File: src/rtl/core/rtpst_pkg.sv
// Package for the RTP retransmission slot table: codes, stream layouts and
// the command and status types shared by the front, queue, back and top.
// Depends on nothing.
`default_nettype none

package rtpst_pkg;

	localparam int SLOTS_DEFAULT = 64;
	localparam int QUEUE_DEPTH = 2;
	localparam int CFG_W = 7;
	localparam logic [CFG_W-1:0] SLOTS_IN_USE_RESET = 7'd64;

	localparam logic [1:0] FUNC_ADD = 2'd0;
	localparam logic [1:0] FUNC_LOOKUP = 2'd1;
	localparam logic [1:0] FUNC_COPY = 2'd2;
	localparam logic [1:0] FUNC_REMOVE = 2'd3;

	typedef enum logic [1:0] {
		ST_OK = 2'd0,
		ST_NOT_FOUND = 2'd1,
		ST_ZERO_LEN = 2'd2,
		ST_TOO_SMALL = 2'd3
	} status_t;

	typedef enum logic [2:0] {
		OP_ADD,
		OP_ZERO_LEN,
		OP_LOOKUP,
		OP_COPY,
		OP_REMOVE
	} op_t;

	typedef enum logic [2:0] {
		BK_CLEAR,
		BK_IDLE,
		BK_SCAN,
		BK_FILL_RD,
		BK_FILL_WR,
		BK_RESP
	} back_state_t;

	// Input item payload, last field in the lowest bits.
	typedef struct packed {
		logic [15:0] dest_capacity;
		logic [15:0] packet_length;
		logic [31:0] packet_handle;
		logic [15:0] seq_num;
	} in_data_t;

	// Result item payload, padded to whole bytes.
	typedef struct packed {
		logic        fill;
		logic [6:0]  occupancy;
		logic [15:0] found_length;
		logic [31:0] found_handle;
	} out_data_t;

	localparam int IN_DATA_W = $bits(in_data_t);
	localparam int OUT_DATA_W = $bits(out_data_t);

	typedef struct packed {
		op_t         op;
		logic [15:0] seq_num;
		logic [31:0] packet_handle;
		logic [15:0] packet_length;
		logic [15:0] dest_capacity;
	} cmd_t;

	typedef struct packed {
		logic clearing;
		logic idle;
	} back_stat_t;

endpackage

`default_nettype wire

File: src/rtl/core/rtpst_queue.sv
// Short command queue between the front and the back of the slot table.
// Depends on rtpst_pkg for the command type and the depth.
`default_nettype none

module rtpst_queue
	import rtpst_pkg::*;
(
	input  wire logic clk,
	input  wire logic arst_n,
	input  wire logic push_valid,
	output logic      push_ready,
	input  wire cmd_t push_cmd,
	output logic      pop_valid,
	input  wire logic pop_ready,
	output cmd_t      pop_cmd
);

	localparam int QW = (QUEUE_DEPTH > 1) ? $clog2(QUEUE_DEPTH) : 1;
	localparam int FW = $clog2(QUEUE_DEPTH + 1);
	localparam logic [QW-1:0] LAST_PTR = QW'(QUEUE_DEPTH - 1);
	localparam logic [FW-1:0] FULL = FW'(QUEUE_DEPTH);

	cmd_t entries_q [QUEUE_DEPTH];
	logic [QW-1:0] wr_ptr_q;
	logic [QW-1:0] rd_ptr_q;
	logic [FW-1:0] fill_q;
	logic do_push;
	logic do_pop;

	assign push_ready = (fill_q != FULL);
	assign pop_valid = (fill_q != '0);
	assign pop_cmd = entries_q[rd_ptr_q];
	assign do_push = push_valid && push_ready;
	assign do_pop = pop_valid && pop_ready;

	always_ff @(posedge clk or negedge arst_n) begin
		if (!arst_n) begin
			wr_ptr_q <= '0;
			rd_ptr_q <= '0;
			fill_q <= '0;
		end else begin
			if (do_push) begin
				wr_ptr_q <= (wr_ptr_q == LAST_PTR) ? '0 : wr_ptr_q + 1'b1;
			end
			if (do_pop) begin
				rd_ptr_q <= (rd_ptr_q == LAST_PTR) ? '0 : rd_ptr_q + 1'b1;
			end
			if (do_push && !do_pop) begin
				fill_q <= fill_q + 1'b1;
			end else if (do_pop && !do_push) begin
				fill_q <= fill_q - 1'b1;
			end
		end
	end

	always_ff @(posedge clk) begin
		if (do_push) begin
			entries_q[wr_ptr_q] <= push_cmd;
		end
	end

endmodule

`default_nettype wire

File: config.mk
export PLATFORM = sky130hd
export DESIGN_NAME = rtpst_queue
export DESIGN_NICKNAME = d
export VERILOG_FILES = /design/src/rtl/core/rtpst_pkg.sv /design/src/rtl/core/rtpst_queue.sv
export SDC_FILE = /design/constraint.sdc
export NUM_CORES = 1
export LEC_CHECK = 0
export BUFFER_PORTS_ARGS = -buffer_cell sky130_fd_sc_hd__buf_2
export CAP_MARGIN = 30
export CORE_AREA = 4 4 134 104
export DETAILED_ROUTE_END_ITERATION = 8
export DIE_AREA = 0 0 138 108
export HOLD_SLACK_MARGIN = 0.15
export PLACE_DENSITY = 0.78
export SLEW_MARGIN = 20
export SYNTH_ARGS = -nofsm -noshare
export SYNTH_HDL_FRONTEND = slang
export SYNTH_SLANG_ARGS = --single-unit
File: constraint.sdc
create_clock -name clk -period 6.5 [get_ports clk]
set_clock_uncertainty 0.2 [all_clocks]
set_input_delay 0.975 -clock clk [delete_from_list [all_inputs] [get_ports clk]]
set_output_delay 0.975 -clock clk [all_outputs]
set_load 0.02 [all_outputs]
==> flow_summary.toml <==
[status]
status = "finished, final reports clean"

[clock_network]
numCtsBuffers = 17
post_cts_resize_count = 0
post_cts_buffers = 0
clock_sinks = 170
htreeDepth = 4
ctsHoldBuffers = 1
cts.path.max_buffers = 2
path_clk_slew_ps = 60
cts_tree = "built"
insertion_delay_ps = 410
cts_root_buffer = "clkbuf_16"

[power]
p_int_mw = 2.55
leakage_nw = 3.16
p_sw_share_pct = 32.1
powerDensity_nw_per_um2 = 470
pwr-share-clk_pct = 22.5
switchingPower_mw = 1.21
irDropWorstVdd_uv = 257
comb_power_share_pct = 34.3
pwr-share-seq_pct = 43.2

[timing]
final.setup.tns_ps = 0
clock.fmax_ghz = 0.262
setup_slack_ps = 2690
setup_viol = 0
worstMarginPinSlew_ps = 802
maxSlewHeadroom_pct = 46.5
hold_viol_final = 0
min_period_ps = 3810
layout_worst_path_cycle_share_pct = 58.7
rsz0062_at_grt = "no"
slew_viol_final = 0

[grt]
grt_pass1_vias = 3380
grt_pass1_wl_um = 17800
track_usage_pct = 15.8
grt_antenna_before_repair = 1
grt-ovfl-total = 0
grt_max_degree = 49

[synthesis]
synth_edf_count = 166
synth_fp_nets = 364
synth-main-ff-cell = "edfxtp_1"
yosys-top-cells-count = "166 x edfxtp_1, 60 x mux2_4, 23 x mux2_2"
synth_seq_cells = 170
synth_warnings = 0
synth_largest_area_cell = "edfxtp_1"
synth_most_common_cell = "edfxtp_1"
syn_avg_cell_area_um2 = 23.3
ys_seq_area_share_pct = 79.1
synth_top_area_share_pct = 77.6
synth.distinct_cells = 15
syn_inst = 276
synth_area_um2 = 6430
async_reset_ff_share_pct = 2.35
ys_top_cells_by_area = "edfxtp_1 78%, mux2_4 14%, mux2_2 4.0%"

[routing]
drt_iter0_drc = 147
drc = 0
wl_um = 11500
antenna_left = 0
post_drt_wl_per_cell_um = 17.8
dr.pass1.iters = 4
via_count = 3141
viasPerCell = 4.88

[place]
postPlaceCellArea_um2 = 7490
place_ws_ps = 3080
numPortBuffers = 171
dp_hpwl_um = 7980
routabilityCongestion = 0.734

[cells_and_area]
antennaDiodeCount = 0
post-route-util_pct = 63.0
multiInputGateArea_um2 = 1260
num-nets-final = 550
drive_gt1_share_pct = 60.3
fin_area_um2 = 8000
syn2layout_area_growth_pct = 24.4
seqCellArea_um2 = 5090
fillers = 921

[min_path]
hold_path.class = "reg2reg"

[floorplanning]
die_x_um = 138
design.core.area_um2 = 12700
die_y_um = 108
die_area_um2 = 14900
ios = 172
start_util_pct = 50.6
rows = 36

[worst_setup_path]
path_cells = "buf_4 > mux2_2 > buf_2"
cp.arrival_ps = 2640
crit_slowest_cell = "dfrtp_4"
crit_family = "buffers and inverters"
slowest_delay_ps = 850
cp-end-kind = "output port"
path_buf_inv = 2
critical_path_class = "reg2out"
worstPathRequired_ps = 5320
critPathLaunchType = "register"
critPathMaxFanout = 47

[flow_run]
drv_cap = 0
[placed cells by master, fill, tap and decap left out, drive strengths merged]
| cell type | Yosys | layout |
|---|---|---|
| buf | 9 | 175 |
| or2 | 1 | 1 |
| clkinvlp | 0 | 4 |
| and3 | 1 | 1 |
| xnor2 | 3 | 3 |
| nor2 | 2 | 2 |
| dfrtp | 4 | 4 |
| edfxtp | 166 | 166 |
| nand2b | 1 | 1 |
| mux2 | 83 | 83 |
| clkbuf | 0 | 19 |
| nand2 | 2 | 2 |
| clkinv | 0 | 7 |
| dlygate4sd3 | 0 | 1 |
| xor2 | 2 | 2 |
| ha | 1 | 1 |
| inv | 1 | 1 |
[metal layers]
layer	vias to the layer above	global-route usage (%)	wire, µm
met2	134	25.9	5620
met4	2	5.36	148
met1	1528	18.8	4690
met3	14	6.98	1020
met5	-	0	13
li1	1463	-	-
[worst register-to-register path, cell delays in order (launching register included)]
cell	delay [ps]
dfrtp_1	400
nand2b_1	170
nand2_1	150
nor2_4	560
buf_4	590
[cell families (layout without fill, tap and decap cells)]
| kind of cell | count (synthesis) | in the layout | synth area share (%) |
|---|---|---|---|
| xor gates and xnor gates | 5 | 5 | 0.681 |
| DFF | 170 | 170 | 79.1 |
| muxes | 83 | 83 | 18.0 |
| and+or+nand+nor | 7 | 7 | 0.526 |
| adders and majority gates | 1 | 1 | 0.195 |
| buffers and inverters | 10 | 207 | 1.44 |
[through the flow]
step / cells / hold slack (ps) / total power, mW
2_1_floorplan: 276 / 256 / 2.60
3_3_place_gp: 611 / 275 / 2.90
3_5_place_dp: 613 / 313 / 2.96
4_1_cts: 644 / 318 / 3.82
5_1_grt: 644 / 333 / 3.94
6_report: 644 / 317 / 3.76
[sequential cells by signal, indices dropped and copies added (netlist names)]
signal and count:
entries_q 166, fill_q 2, rd_ptr_q 1, wr_ptr_q 1
[power groups by stage]
| stage | sequential (mW) | clock [mW] | combinational (mW) |
|---|---|---|---|
| finish | 1.62 | 0.847 | 1.29 |
| global route | 1.65 | 0.923 | 1.37 |
| CTS | 1.63 | 0.872 | 1.31 |
| detailed placement | 1.65 | 0 | 1.31 |
| global placement | 1.64 | 0 | 1.26 |
| floorplan | 1.59 | 0 | 1.01 |
[path summary, 6_finish.rpt]
path                                       start                         end  slack, ps  cells after the start
setup / recovery            rd_ptr_q$_DFFE_PN0P_                 pop_cmd[59]       2690                      3
hold / removal             fill_q[1]$_DFFE_PN0P_       fill_q[1]$_DFFE_PN0P_        320                      1
setup reg to reg           fill_q[0]$_DFFE_PN0P_  entries_q[0][47]$_DFFE_PP_       4020                      4
hold reg to reg            fill_q[1]$_DFFE_PN0P_       fill_q[1]$_DFFE_PN0P_        320                      1
max in group asynchronous                 arst_n        rd_ptr_q$_DFFE_PN0P_       5230                      2
min in group asynchronous                 arst_n        rd_ptr_q$_DFFE_PN0P_        730                      2
[final cells by class]
| type | instances | share of cell area (%) |
|---|---|---|
| clock buffer | 19 | 5.41 |
| clock inverter | 11 | 0.735 |
| inverter | 1 | 0.0469 |
| multi-input combinational | 96 | 15.8 |
| sequential | 170 | 63.6 |
| tap | 171 | 2.68 |
| timing repair buffer | 176 | 11.7 |
(Power assumes the default switching activity.)
