**config.mk**
```make
export PLATFORM = sky130hd
export DESIGN_NAME = rtpst_front
export DESIGN_NICKNAME = d
export VERILOG_FILES = /design/src/rtl/core/rtpst_pkg.sv /design/src/rtl/core/rtpst_front.sv
export SDC_FILE = /design/constraint.sdc
export NUM_CORES = 1
export LEC_CHECK = 0
export BUFFER_PORTS_ARGS = -buffer_cell sky130_fd_sc_hd__buf_2
export CELL_PAD_IN_SITES_DETAIL_PLACEMENT = 1
export CELL_PAD_IN_SITES_GLOBAL_PLACEMENT = 1
export CORE_MARGIN = 3
export CORE_UTILIZATION = 34
export CTS_BUF_LIST = sky130_fd_sc_hd__clkbuf_4
export DETAILED_ROUTE_END_ITERATION = 10
export GPL_TIMING_DRIVEN = 0
export PLACE_DENSITY = 0.81
export SLEW_MARGIN = 10
export SYNTH_ARGS = -nofsm -noshare
export SYNTH_HDL_FRONTEND = slang
export SYNTH_SLANG_ARGS = --single-unit
```
**constraint.sdc**
```tcl
create_clock -name clk -period 5.3 [get_ports clk]
set_input_delay 0.795 -clock clk [delete_from_list [all_inputs] [get_ports clk]]
set_output_delay 0.795 -clock clk [all_outputs]
set_load 0.1 [all_outputs]
```
**src/rtl/core/rtpst_pkg.sv**
```systemverilog
// Package for the RTP retransmission slot table: codes, stream layouts and
// the command and status types shared by the front, queue, back and top.
// Depends on nothing.
`default_nettype none

package rtpst_pkg;

	localparam int SLOTS_DEFAULT = 64;
	localparam int QUEUE_DEPTH = 2;
	localparam int CFG_W = 7;
	localparam logic [CFG_W-1:0] SLOTS_IN_USE_RESET = 7'd64;

	localparam logic [1:0] FUNC_ADD = 2'd0;
	localparam logic [1:0] FUNC_LOOKUP = 2'd1;
	localparam logic [1:0] FUNC_COPY = 2'd2;
	localparam logic [1:0] FUNC_REMOVE = 2'd3;

	typedef enum logic [1:0] {
		ST_OK = 2'd0,
		ST_NOT_FOUND = 2'd1,
		ST_ZERO_LEN = 2'd2,
		ST_TOO_SMALL = 2'd3
	} status_t;

	typedef enum logic [2:0] {
		OP_ADD,
		OP_ZERO_LEN,
		OP_LOOKUP,
		OP_COPY,
		OP_REMOVE
	} op_t;

	typedef enum logic [2:0] {
		BK_CLEAR,
		BK_IDLE,
		BK_SCAN,
		BK_FILL_RD,
		BK_FILL_WR,
		BK_RESP
	} back_state_t;

	// Input item payload, last field in the lowest bits.
	typedef struct packed {
		logic [15:0] dest_capacity;
		logic [15:0] packet_length;
		logic [31:0] packet_handle;
		logic [15:0] seq_num;
	} in_data_t;

	// Result item payload, padded to whole bytes.
	typedef struct packed {
		logic        fill;
		logic [6:0]  occupancy;
		logic [15:0] found_length;
		logic [31:0] found_handle;
	} out_data_t;

	localparam int IN_DATA_W = $bits(in_data_t);
	localparam int OUT_DATA_W = $bits(out_data_t);

	typedef struct packed {
		op_t         op;
		logic [15:0] seq_num;
		logic [31:0] packet_handle;
		logic [15:0] packet_length;
		logic [15:0] dest_capacity;
	} cmd_t;

	typedef struct packed {
		logic clearing;
		logic idle;
	} back_stat_t;

endpackage

`default_nettype wire

```
**src/rtl/core/rtpst_front.sv**
```systemverilog
// Front part of the slot table: accepts input items, classifies the
// operation and hands a command to the queue. Depends on rtpst_pkg.
`default_nettype none

module rtpst_front
	import rtpst_pkg::*;
(
	input  wire logic                 clk,
	input  wire logic                 arst_n,
	input  wire logic                 s_tvalid,
	output logic                      s_tready,
	input  wire logic [IN_DATA_W-1:0] s_tdata,
	input  wire logic [1:0]           s_tuser,
	input  wire back_stat_t           stat,
	output logic                      push_valid,
	input  wire logic                 push_ready,
	output cmd_t                      push_cmd
);

	in_data_t din;
	cmd_t cmd_d;
	cmd_t cmd_s1;
	logic vld_s1;
	logic take;

	assign din = in_data_t'(s_tdata);
	assign s_tready = !stat.clearing && (!vld_s1 || push_ready);
	assign take = s_tvalid && s_tready;

	always_comb begin
		cmd_d.seq_num = din.seq_num;
		cmd_d.packet_handle = din.packet_handle;
		cmd_d.packet_length = din.packet_length;
		cmd_d.dest_capacity = din.dest_capacity;
		unique case (s_tuser)
			FUNC_ADD: begin
				cmd_d.op = (din.packet_length == 16'd0) ? OP_ZERO_LEN : OP_ADD;
			end
			FUNC_LOOKUP: begin
				cmd_d.op = OP_LOOKUP;
			end
			FUNC_COPY: begin
				cmd_d.op = OP_COPY;
			end
			FUNC_REMOVE: begin
				cmd_d.op = OP_REMOVE;
			end
			default: begin
				cmd_d.op = OP_LOOKUP;
			end
		endcase
	end

	always_ff @(posedge clk or negedge arst_n) begin
		if (!arst_n) begin
			vld_s1 <= 1'b0;
		end else if (take) begin
			vld_s1 <= 1'b1;
		end else if (push_ready) begin
			vld_s1 <= 1'b0;
		end
	end

	always_ff @(posedge clk) begin
		if (take) begin
			cmd_s1 <= cmd_d;
		end
	end

	assign push_valid = vld_s1;
	assign push_cmd = cmd_s1;

endmodule

`default_nettype wire

```
==> reports/summary.txt, run 1 <==
Tot GR Track Use -> 14.5%
cts bufs inserted -> 9
num ports -> 173
Slew Limit Headroom -> 46.8%
worst setup path endpoint -> s_tready
Most Crowded Layer GR -> met2
RR Startpoint -> push_valid
fmax -> 423 MHz
row count -> 31
DP Worst Slack -> 2.72 ns
vias in the first global route -> 1885
initial antenna violation count -> 1
FF+latch count, synth -> 84
Reg2Reg Setup Slack -> 3.27 ns
nets@finish -> 377
crit share post-route -> 44.6%
Sw Share -> 31.0%
Slew Limit Fails -> 0
CP Launch Point -> push_ready
commonest non-fill, non-tap cell in the layout -> buf_2
sequential cell fraction of total power -> 53.2%
ant diodes -> 0
Seq/Total Area, Yosys -> 95.3%
die area -> 0.00887 mm2
minimum clock period -> 2.37 ns
Fin. Hold Viols -> 0
area of the mapped netlist -> 0.00264 mm2
Final GP Congestion -> 0.728
layout cell share with drive strength beyond 1 -> 64.9%
Int Power -> 0.000998 W
Vias -> 1691
CTS resizes -> 0
final wirelength -> 6390 um
Filler Cell Count -> 737
CTS tree -> done
Post CTS Setup Buffer Count -> 0
latest clock arrival within the worst-skew pair -> 0.40 ns
Worst VDD drop -> 0.000171 V
combinational fraction of design power -> 19.3%
Req. time, crit path -> 4.51 ns
clk sinks -> 84
hold slack final -> 0.156 ns
RR Endpoint -> push_cmd[29]
first-pass iteration count of the detailed router -> 4
Die Span Y -> 94.2 um
min-delay worst type -> primary input to async pin
CTS Hold Bufs -> 0
Inst Count DP -> 374
PwrDens -> 378 mW/mm2
met2 usage -> 23.9%
status -> completed
CORE AREA -> 0.00741 mm2
most frequent cells in the layout -> buf_2 (171), edfxtp_1 (83), clkbuf_4 (9)
growth of design area from synthesis to finish -> 44.9%
Final setup viols -> 0
Netlist cell types -> 12
GRT overflow -> 0
Syn Inst Count -> 102
Wirelength per Cell -> 16.4 um
Die Span X -> 94.2 um
met1 Use GR -> 13.9%
Syn Area/Cell -> 25.9 um2
Syn Nets -> 193
antenna viol nets, final -> 0
initial drt markers -> 54
Tightest Pin Transition -> 0.796 ns
total number of yosys warnings -> 0
first-pass GRT wire length -> 9280 um
Net Switching -> 0.000448 W
CP Capture Type -> output port
M3 GR Usage -> 9.13%
RSZ-0062 raised after global routing -> false
clk root buf -> clkbuf_4
R2R cell count -> 4
final setup skew -> 0.0108 ns
Worst Path Arrival -> 1.57 ns
drt drc -> 0
power share of the clock group -> 27.5%
largest net degree at the start of global routing -> 30
Crit Path Class -> primary input to output port
htree depth -> 3
max_cap viols -> 0
Clock Pin Slew Worst Setup and Hold Paths -> 0.12 ns
Tot Pwr -> 0.00145 W
Post-DP HPWL -> 5120 um
CP max FO -> 3
DR vias/cell -> 4.34
CP Launch Type -> primary input
clk buf depth -> 2
Leak -> 1.61 nW
Initial Utilization -> 35.7%
Port Buffer Count -> 171
setup slack after layout -> 2.93 ns
Post-Layout Cell Count -> 390
-- cell usage after synthesis --
cell	instances	area share (%)
inv_1	3	0.43
ha_1	3	1.4
nor2b_1	1	0.24
dfrtp_1	1	0.95
nand2b_1	2	0.47
edfxtp_1	83	94
o22ai_1	1	0.24
nor4_1	2	0.47
nor4_2	1	0.47
or3b_1	1	0.33
nand4_1	1	0.24
nor2_1	3	0.43
-- critical path: stages --
cell and delay, ns:
buf_2 0.10, nor2b_1 0.29, nor2_1 0.08, buf_2 0.30
-- area by class of cell --
type	count	area (um2)	share of cell area, %
Sequential cell	84	2520	65.8
Timing Repair Buffer	173	896	23.4
Tap cell	99	124	3.24
Multi-Input combinational cell	15	121	3.17
Clock inverter	7	91.3	2.39
Clock buffer	9	67.6	1.76
Inverter	3	11.3	0.294
-- power by group through the flow --
| stage | Clock [W] | Combinational, W | Sequential (W) |
|---|---|---|---|
| after floorplan | 0 | 0.0000179 | 0.000983 |
| after global placement | 0 | 0.000272 | 0.000789 |
| after detailed placement | 0 | 0.000281 | 0.000785 |
| after global routing | 0.000444 | 0.000289 | 0.000772 |
| after CTS | 0.000415 | 0.000281 | 0.000770 |
| final | 0.000397 | 0.000279 | 0.000770 |
-- how the worst min path moves through the flow --
stage	start	endpoint	slack, ns	depth (start not counted)
after floorplan	arst_n	push_valid	0.50	0
after global placement	arst_n	push_valid	0.57	1
after detailed placement	arst_n	push_valid	0.58	1
after CTS	arst_n	push_valid	0.11	1
after global routing	arst_n	push_valid	0.10	1
final	arst_n	push_valid	0.16	1
-- routing by layer --
layer  vias to the layer above  part of all wire (%)
li1                        772                     -
met1                       793                    32
met2                       112                    49
met3                        12                    16
met4                         2                   2.1
met5                         -                  0.20
-- kinds of logic (layout without fill, tap and decap cells) --
logic type      count (synthesis)  in the layout  synth area share, %
flops                          84             84                 95.3
buf+inv                         3            192                0.426
simple gates                   11             11                 2.65
fa+ha+maj                       3              3                 1.42
compound gates                  1              1                0.237
-- through the flow --
step | area (um2) | setup TNS (ns) | util, %
after floorplan | 2640 | 0 | -
after global placement | 3620 | -73.10 | 48.9
after detailed placement | 3670 | 0 | 49.5
after CTS | 3830 | 0 | 51.7
after global routing | 3830 | 0 | 51.7
final | 3830 | 0 | 51.7
-- sequential cells by signal, indices dropped and copies added, names as in the netlist --
signal and flops:
push_cmd 83, push_valid 1
Power figures use the tool's default switching activity.
==> run 2, diff against run 1 <==
Clock period 5.3 ns to 2.4 ns, I/O delays scaled along.
==> run 2 against run 1 <==
Against the previous run:
- cell count grew 0.51%
- combinational power increased by 120%
- first-iteration DRC count fell by 33%
- power increased by 120%
- sequential share of layout area is 0.56 points lower
- routed wire length is 4.3% higher
- largest cell class unchanged
- non-clock buffer count up 2
- utilization up 0.52 points
- hold slack lost 0.044 ns
- final area increased by 1.0%
==> reports/summary.txt, run 2 (same netlist as run 1, synthesis figures left out) <==
ant diodes -> 0
latest clock arrival within the worst-skew pair -> 0.41 ns
worst path bufs/invs -> 1
largest net degree at the start of global routing -> 29
hold slack final -> 0.112 ns
CP max FO -> 3
Filler Cell Count -> 758
crit share post-route -> 80.9%
Tot GR Track Use -> 15.4%
Worst Hold Path EP -> push_cmd[4]
cts bufs inserted -> 9
GRT overflow -> 0
CORE AREA -> 0.00741 mm2
growth of design area from synthesis to finish -> 46.4%
wl on met1 -> 2110 um
Req. time, crit path -> 2.04 ns
most frequent cells in the layout -> buf_2 (171), edfxtp_1 (83), clkbuf_4 (9)
CTS tree -> done
RR Endpoint -> push_cmd[7]
die area -> 0.00887 mm2
antenna viol nets, final -> 0
Slowest Stage Delay on Critical Path -> 0.49 ns
Post-DP HPWL -> 5330 um
CP Launch Type -> flip-flop
Reg2Reg Setup Slack -> 0.56 ns
Slew Limit Fails -> 0
htree depth -> 3
Final setup viols -> 0
nets@finish -> 379
Final GP Congestion -> 0.734
Clock Pin Slew Worst Setup and Hold Paths -> 0.14 ns
Worst VDD drop -> 0.000427 V
min-delay worst type -> primary input to flip-flop
Post CTS Setup Buffer Count -> 0
R2R cell count -> 5
DR top layer -> met5
first-pass GRT wire length -> 9850 um
num ports -> 173
clk root buf -> clkbuf_4
Wirelength per Cell -> 17.0 um
final setup skew -> 0.0201 ns
final wirelength -> 6670 um
max_cap viols -> 0
clk sinks -> 84
minimum clock period -> 1.94 ns
Vias -> 1730
layout cell share with drive strength beyond 1 -> 66.2%
max FFs per register -> 83
clk buf depth -> 2
Slew Limit Headroom -> 66.0%
initial antenna violation count -> 1
Fin. Hold Viols -> 0
drt drc -> 0
Hold Path Depth -> 1
Tightest Pin Transition -> 0.514 ns
CP max stage cell -> dfrtp_4
Worst Path Arrival -> 1.58 ns
row count -> 31
RSZ-0062 raised after global routing -> false
PwrDens -> 811 mW/mm2
fmax -> 515 MHz
DR vias/cell -> 4.41
Initial Utilization -> 35.7%
Die Span X -> 94.2 um
initial drt markers -> 36
Crit Path Class -> flip-flop to output port
Tot Pwr -> 0.00314 W
status -> completed
Port Buffer Count -> 171
Die Span Y -> 94.2 um
Hold Crit Start -> s_tdata[68]
Leak -> 1.63 nW
worst path cell trace -> nor2b_4, nor2_1, buf_2
delay-heaviest family, CP -> flip-flops
vias in the first global route -> 1906
first-pass iteration count of the detailed router -> 4
CP Capture Type -> output port
CTS resizes -> 0
RR Startpoint -> push_valid
commonest non-fill, non-tap cell in the layout -> buf_2
DR WL met3 -> 792 um
met2 WL -> 3610 um
[run 2: changes by cell type in the layout (fill, tap and decap cells not counted), moves of 2 or more]
cell	before	now
buf_16	0	2
clkinv_1	2	0
clkinv_2	0	2
inv_6	0	2
[run 2: cell type report]
type | instances | area, um2 | share of cell area, %
clock buffers | 9 | 67.6 | 1.75
clock inverters | 7 | 73.8 | 1.91
inverters | 3 | 11.3 | 0.291
multi-input cells | 15 | 129 | 3.33
flip-flops and latches | 84 | 2520 | 65.2
well taps | 99 | 124 | 3.20
repair buffers | 175 | 941 | 24.3
[run 2: timing repair]
| item | CTS | global route |
|---|---|---|
| hold buffers | 1 | 0 |
| endpoints found under the setup margin | 0 | 0 |
| endpoints found under the hold margin | 1 | 0 |
[run 2: how the worst max path moves through the flow]
stage	from	depth (start not counted)	slack, ns	endpoint
after floorplan	push_valid	2	-0.03	push_cmd[0]
after global placement	stat[1]	3	-0.32	push_cmd[60]
after detailed placement	stat[1]	6	0.46	push_cmd[60]
after CTS	push_valid	3	0.41	s_tready
after global routing	push_valid	3	0.36	s_tready
final	push_valid	3	0.46	s_tready
[run 2: power by group]
part	leakage [nW]	internal, W	switching, W
sequential	0.784	0.00169	0.0000146
combinational	0.771	0.000108	0.000519
clock	0.0767	0.000323	0.000485
[run 2: per-layer routing]
metal	track usage, %	vias to the layer above
li1	-	780
met1	14.8	830
met2	27.4	106
met3	6.81	12
met4	8.54	2
met5	0	-
[run 2: through the flow]
step	TNS (ns)	setup slack, ns	instances	utilization (%)	area, um2
after floorplan	-2.17	-0.0260	102	-	2660
after global placement	-25.73	-0.315	372	49.1	3640
after detailed placement	0	0.455	375	50.2	3720
after CTS	0	0.409	392	52.2	3870
after global routing	0	0.362	392	52.2	3870
final	0	0.459	392	52.2	3870
==> run 3, diff against run 2 <==
Clock period 2.4 ns to 1.9 ns, I/O delays scaled along.
==> run 3 against run 2 <==
Against the previous run:
- clock power increased by 27%
- largest power group unchanged
- cell count is 2.8% higher
- register-to-register slack got worse by 0.37 ns
- die area is the same
- largest cell class unchanged
- flip-flop and latch count did not move
- global-route usage stayed put
- via count is 2.1% higher
- routed wire length rose by 5.4%
==> reports/summary.txt, run 3 (same netlist as run 1, synthesis figures left out) <==
status -> completed
Vias -> 1767
CTS tree -> done
CORE AREA -> 0.00741 mm2
Tot GR Track Use -> 15.4%
Inst Count DP -> 375
num ports -> 173
Tot Pwr -> 0.00399 W
Wirelength per Cell -> 17.4 um
first-pass GRT wire length -> 9850 um
drt drc -> 0
setup slack after layout -> 0.158 ns
GRT overflow -> 0
vias in the first global route -> 1906
fmax -> 574 MHz
Final GP Congestion -> 0.734
Worst VDD drop -> 0.000591 V
final setup skew -> 0.0190 ns
CP max FO -> 3
Req. time, crit path -> 1.62 ns
die area -> 0.00887 mm2
initial antenna violation count -> 1
commonest non-fill, non-tap cell in the layout -> buf_2
layout cell share with drive strength beyond 1 -> 64.5%
antenna viol nets, final -> 0
latest clock arrival within the worst-skew pair -> 0.41 ns
largest net degree at the start of global routing -> 29
CP Capture Type -> output port
Final setup viols -> 0
cts bufs inserted -> 9
Leak -> 1.68 nW
Post-DP HPWL -> 5330 um
Tightest Pin Transition -> 0.514 ns
Port Buffer Count -> 171
Clock Pin Slew Worst Setup and Hold Paths -> 0.14 ns
Die Span X -> 94.2 um
max_cap viols -> 0
CP Launch Type -> flip-flop
crit share post-route -> 91.7%
clk buf depth -> 2
Post-Layout Cell Count -> 403
final wirelength -> 7020 um
max FFs per register -> 83
Initial Utilization -> 35.7%
growth of design area from synthesis to finish -> 50.4%
clk root buf -> clkbuf_4
minimum clock period -> 1.74 ns
initial drt markers -> 48
ant diodes -> 0
min-delay worst type -> primary input to flip-flop
PwrDens -> 1000 mW/mm2
most frequent cells in the layout -> buf_2 (170), edfxtp_1 (83), dlygate4sd3_1 (10)
htree depth -> 3
Die Span Y -> 94.2 um
Fin. Hold Viols -> 0
Setup TNS -> 0 ns
DP Worst Slack -> 0.0300 ns
nets@finish -> 390
first-pass iteration count of the detailed router -> 3
Slew Limit Fails -> 0
Slew Limit Headroom -> 65.9%
RSZ-0062 raised after global routing -> false
Worst Path Arrival -> 1.46 ns
DR vias/cell -> 4.38
row count -> 31
Crit Path Class -> flip-flop to output port
clk sinks -> 84
[run 3: final cells by class]
type	instances	area [um2]
Tap cell	99	124
Inverter	3	11.3
Clock buffer	9	67.6
Clock inverter	7	73.8
Sequential cell	84	2520
Timing Repair Buffer	186	1050
Fill cell	752	3430
Multi-Input combinational cell	15	129
[run 3: critical path, stage by stage (launching register included)]
cell and delay [ns]:
dfrtp_4 0.50, nor2b_4 0.14, nor2_1 0.10, buf_4 0.30
[run 3: repair_timing]
item,in CTS,in global routing
setup buffers,0,2
setup endpoints to repair,1,23
pin swaps,0,1
endpoints found under the hold margin,1,9
hold buffers,1,9
resized for setup,1,0
[run 3: worst paths after layout]
check                       startpoint           end  slack (ns)  cells after the start
min in group asynchronous       arst_n    push_valid        0.16                      2
setup / recovery            push_valid      s_tready        0.16                      3
setup reg to reg            push_valid  push_cmd[10]        0.19                      5
max in group asynchronous       arst_n    push_valid        1.64                      2
hold reg to reg             push_valid    push_valid        0.74                      2
hold / removal             s_tdata[68]   push_cmd[4]        0.03                      1
[run 3: layer usage]
metal	vias to the layer above	part of all wire (%)	global-route usage (%)
met5	-	0.13	0
met3	12	11	6.81
met4	2	2.0	8.54
li1	802	-	-
met1	844	32	14.8
met2	107	55	27.4
[run 3: power breakdown]
group          switching [W]  internal, W  leakage, nW
Sequential         0.0000189      0.00213        0.784
Combinational       0.000661     0.000153        0.821
Clock               0.000620     0.000408       0.0767
[run 3: through the flow]
step / cell area (um2) / hold WS [ns] / utilization [%]
after global placement: 3640 / 0.0597 / 49.1
after floorplan: 2660 / -0.0106 / -
after CTS: 3870 / 0.000794 / 52.2
after global routing: 3980 / -0.00201 / 53.7
final: 3980 / 0.0343 / 53.7
after detailed placement: 3720 / 0.0616 / 50.2
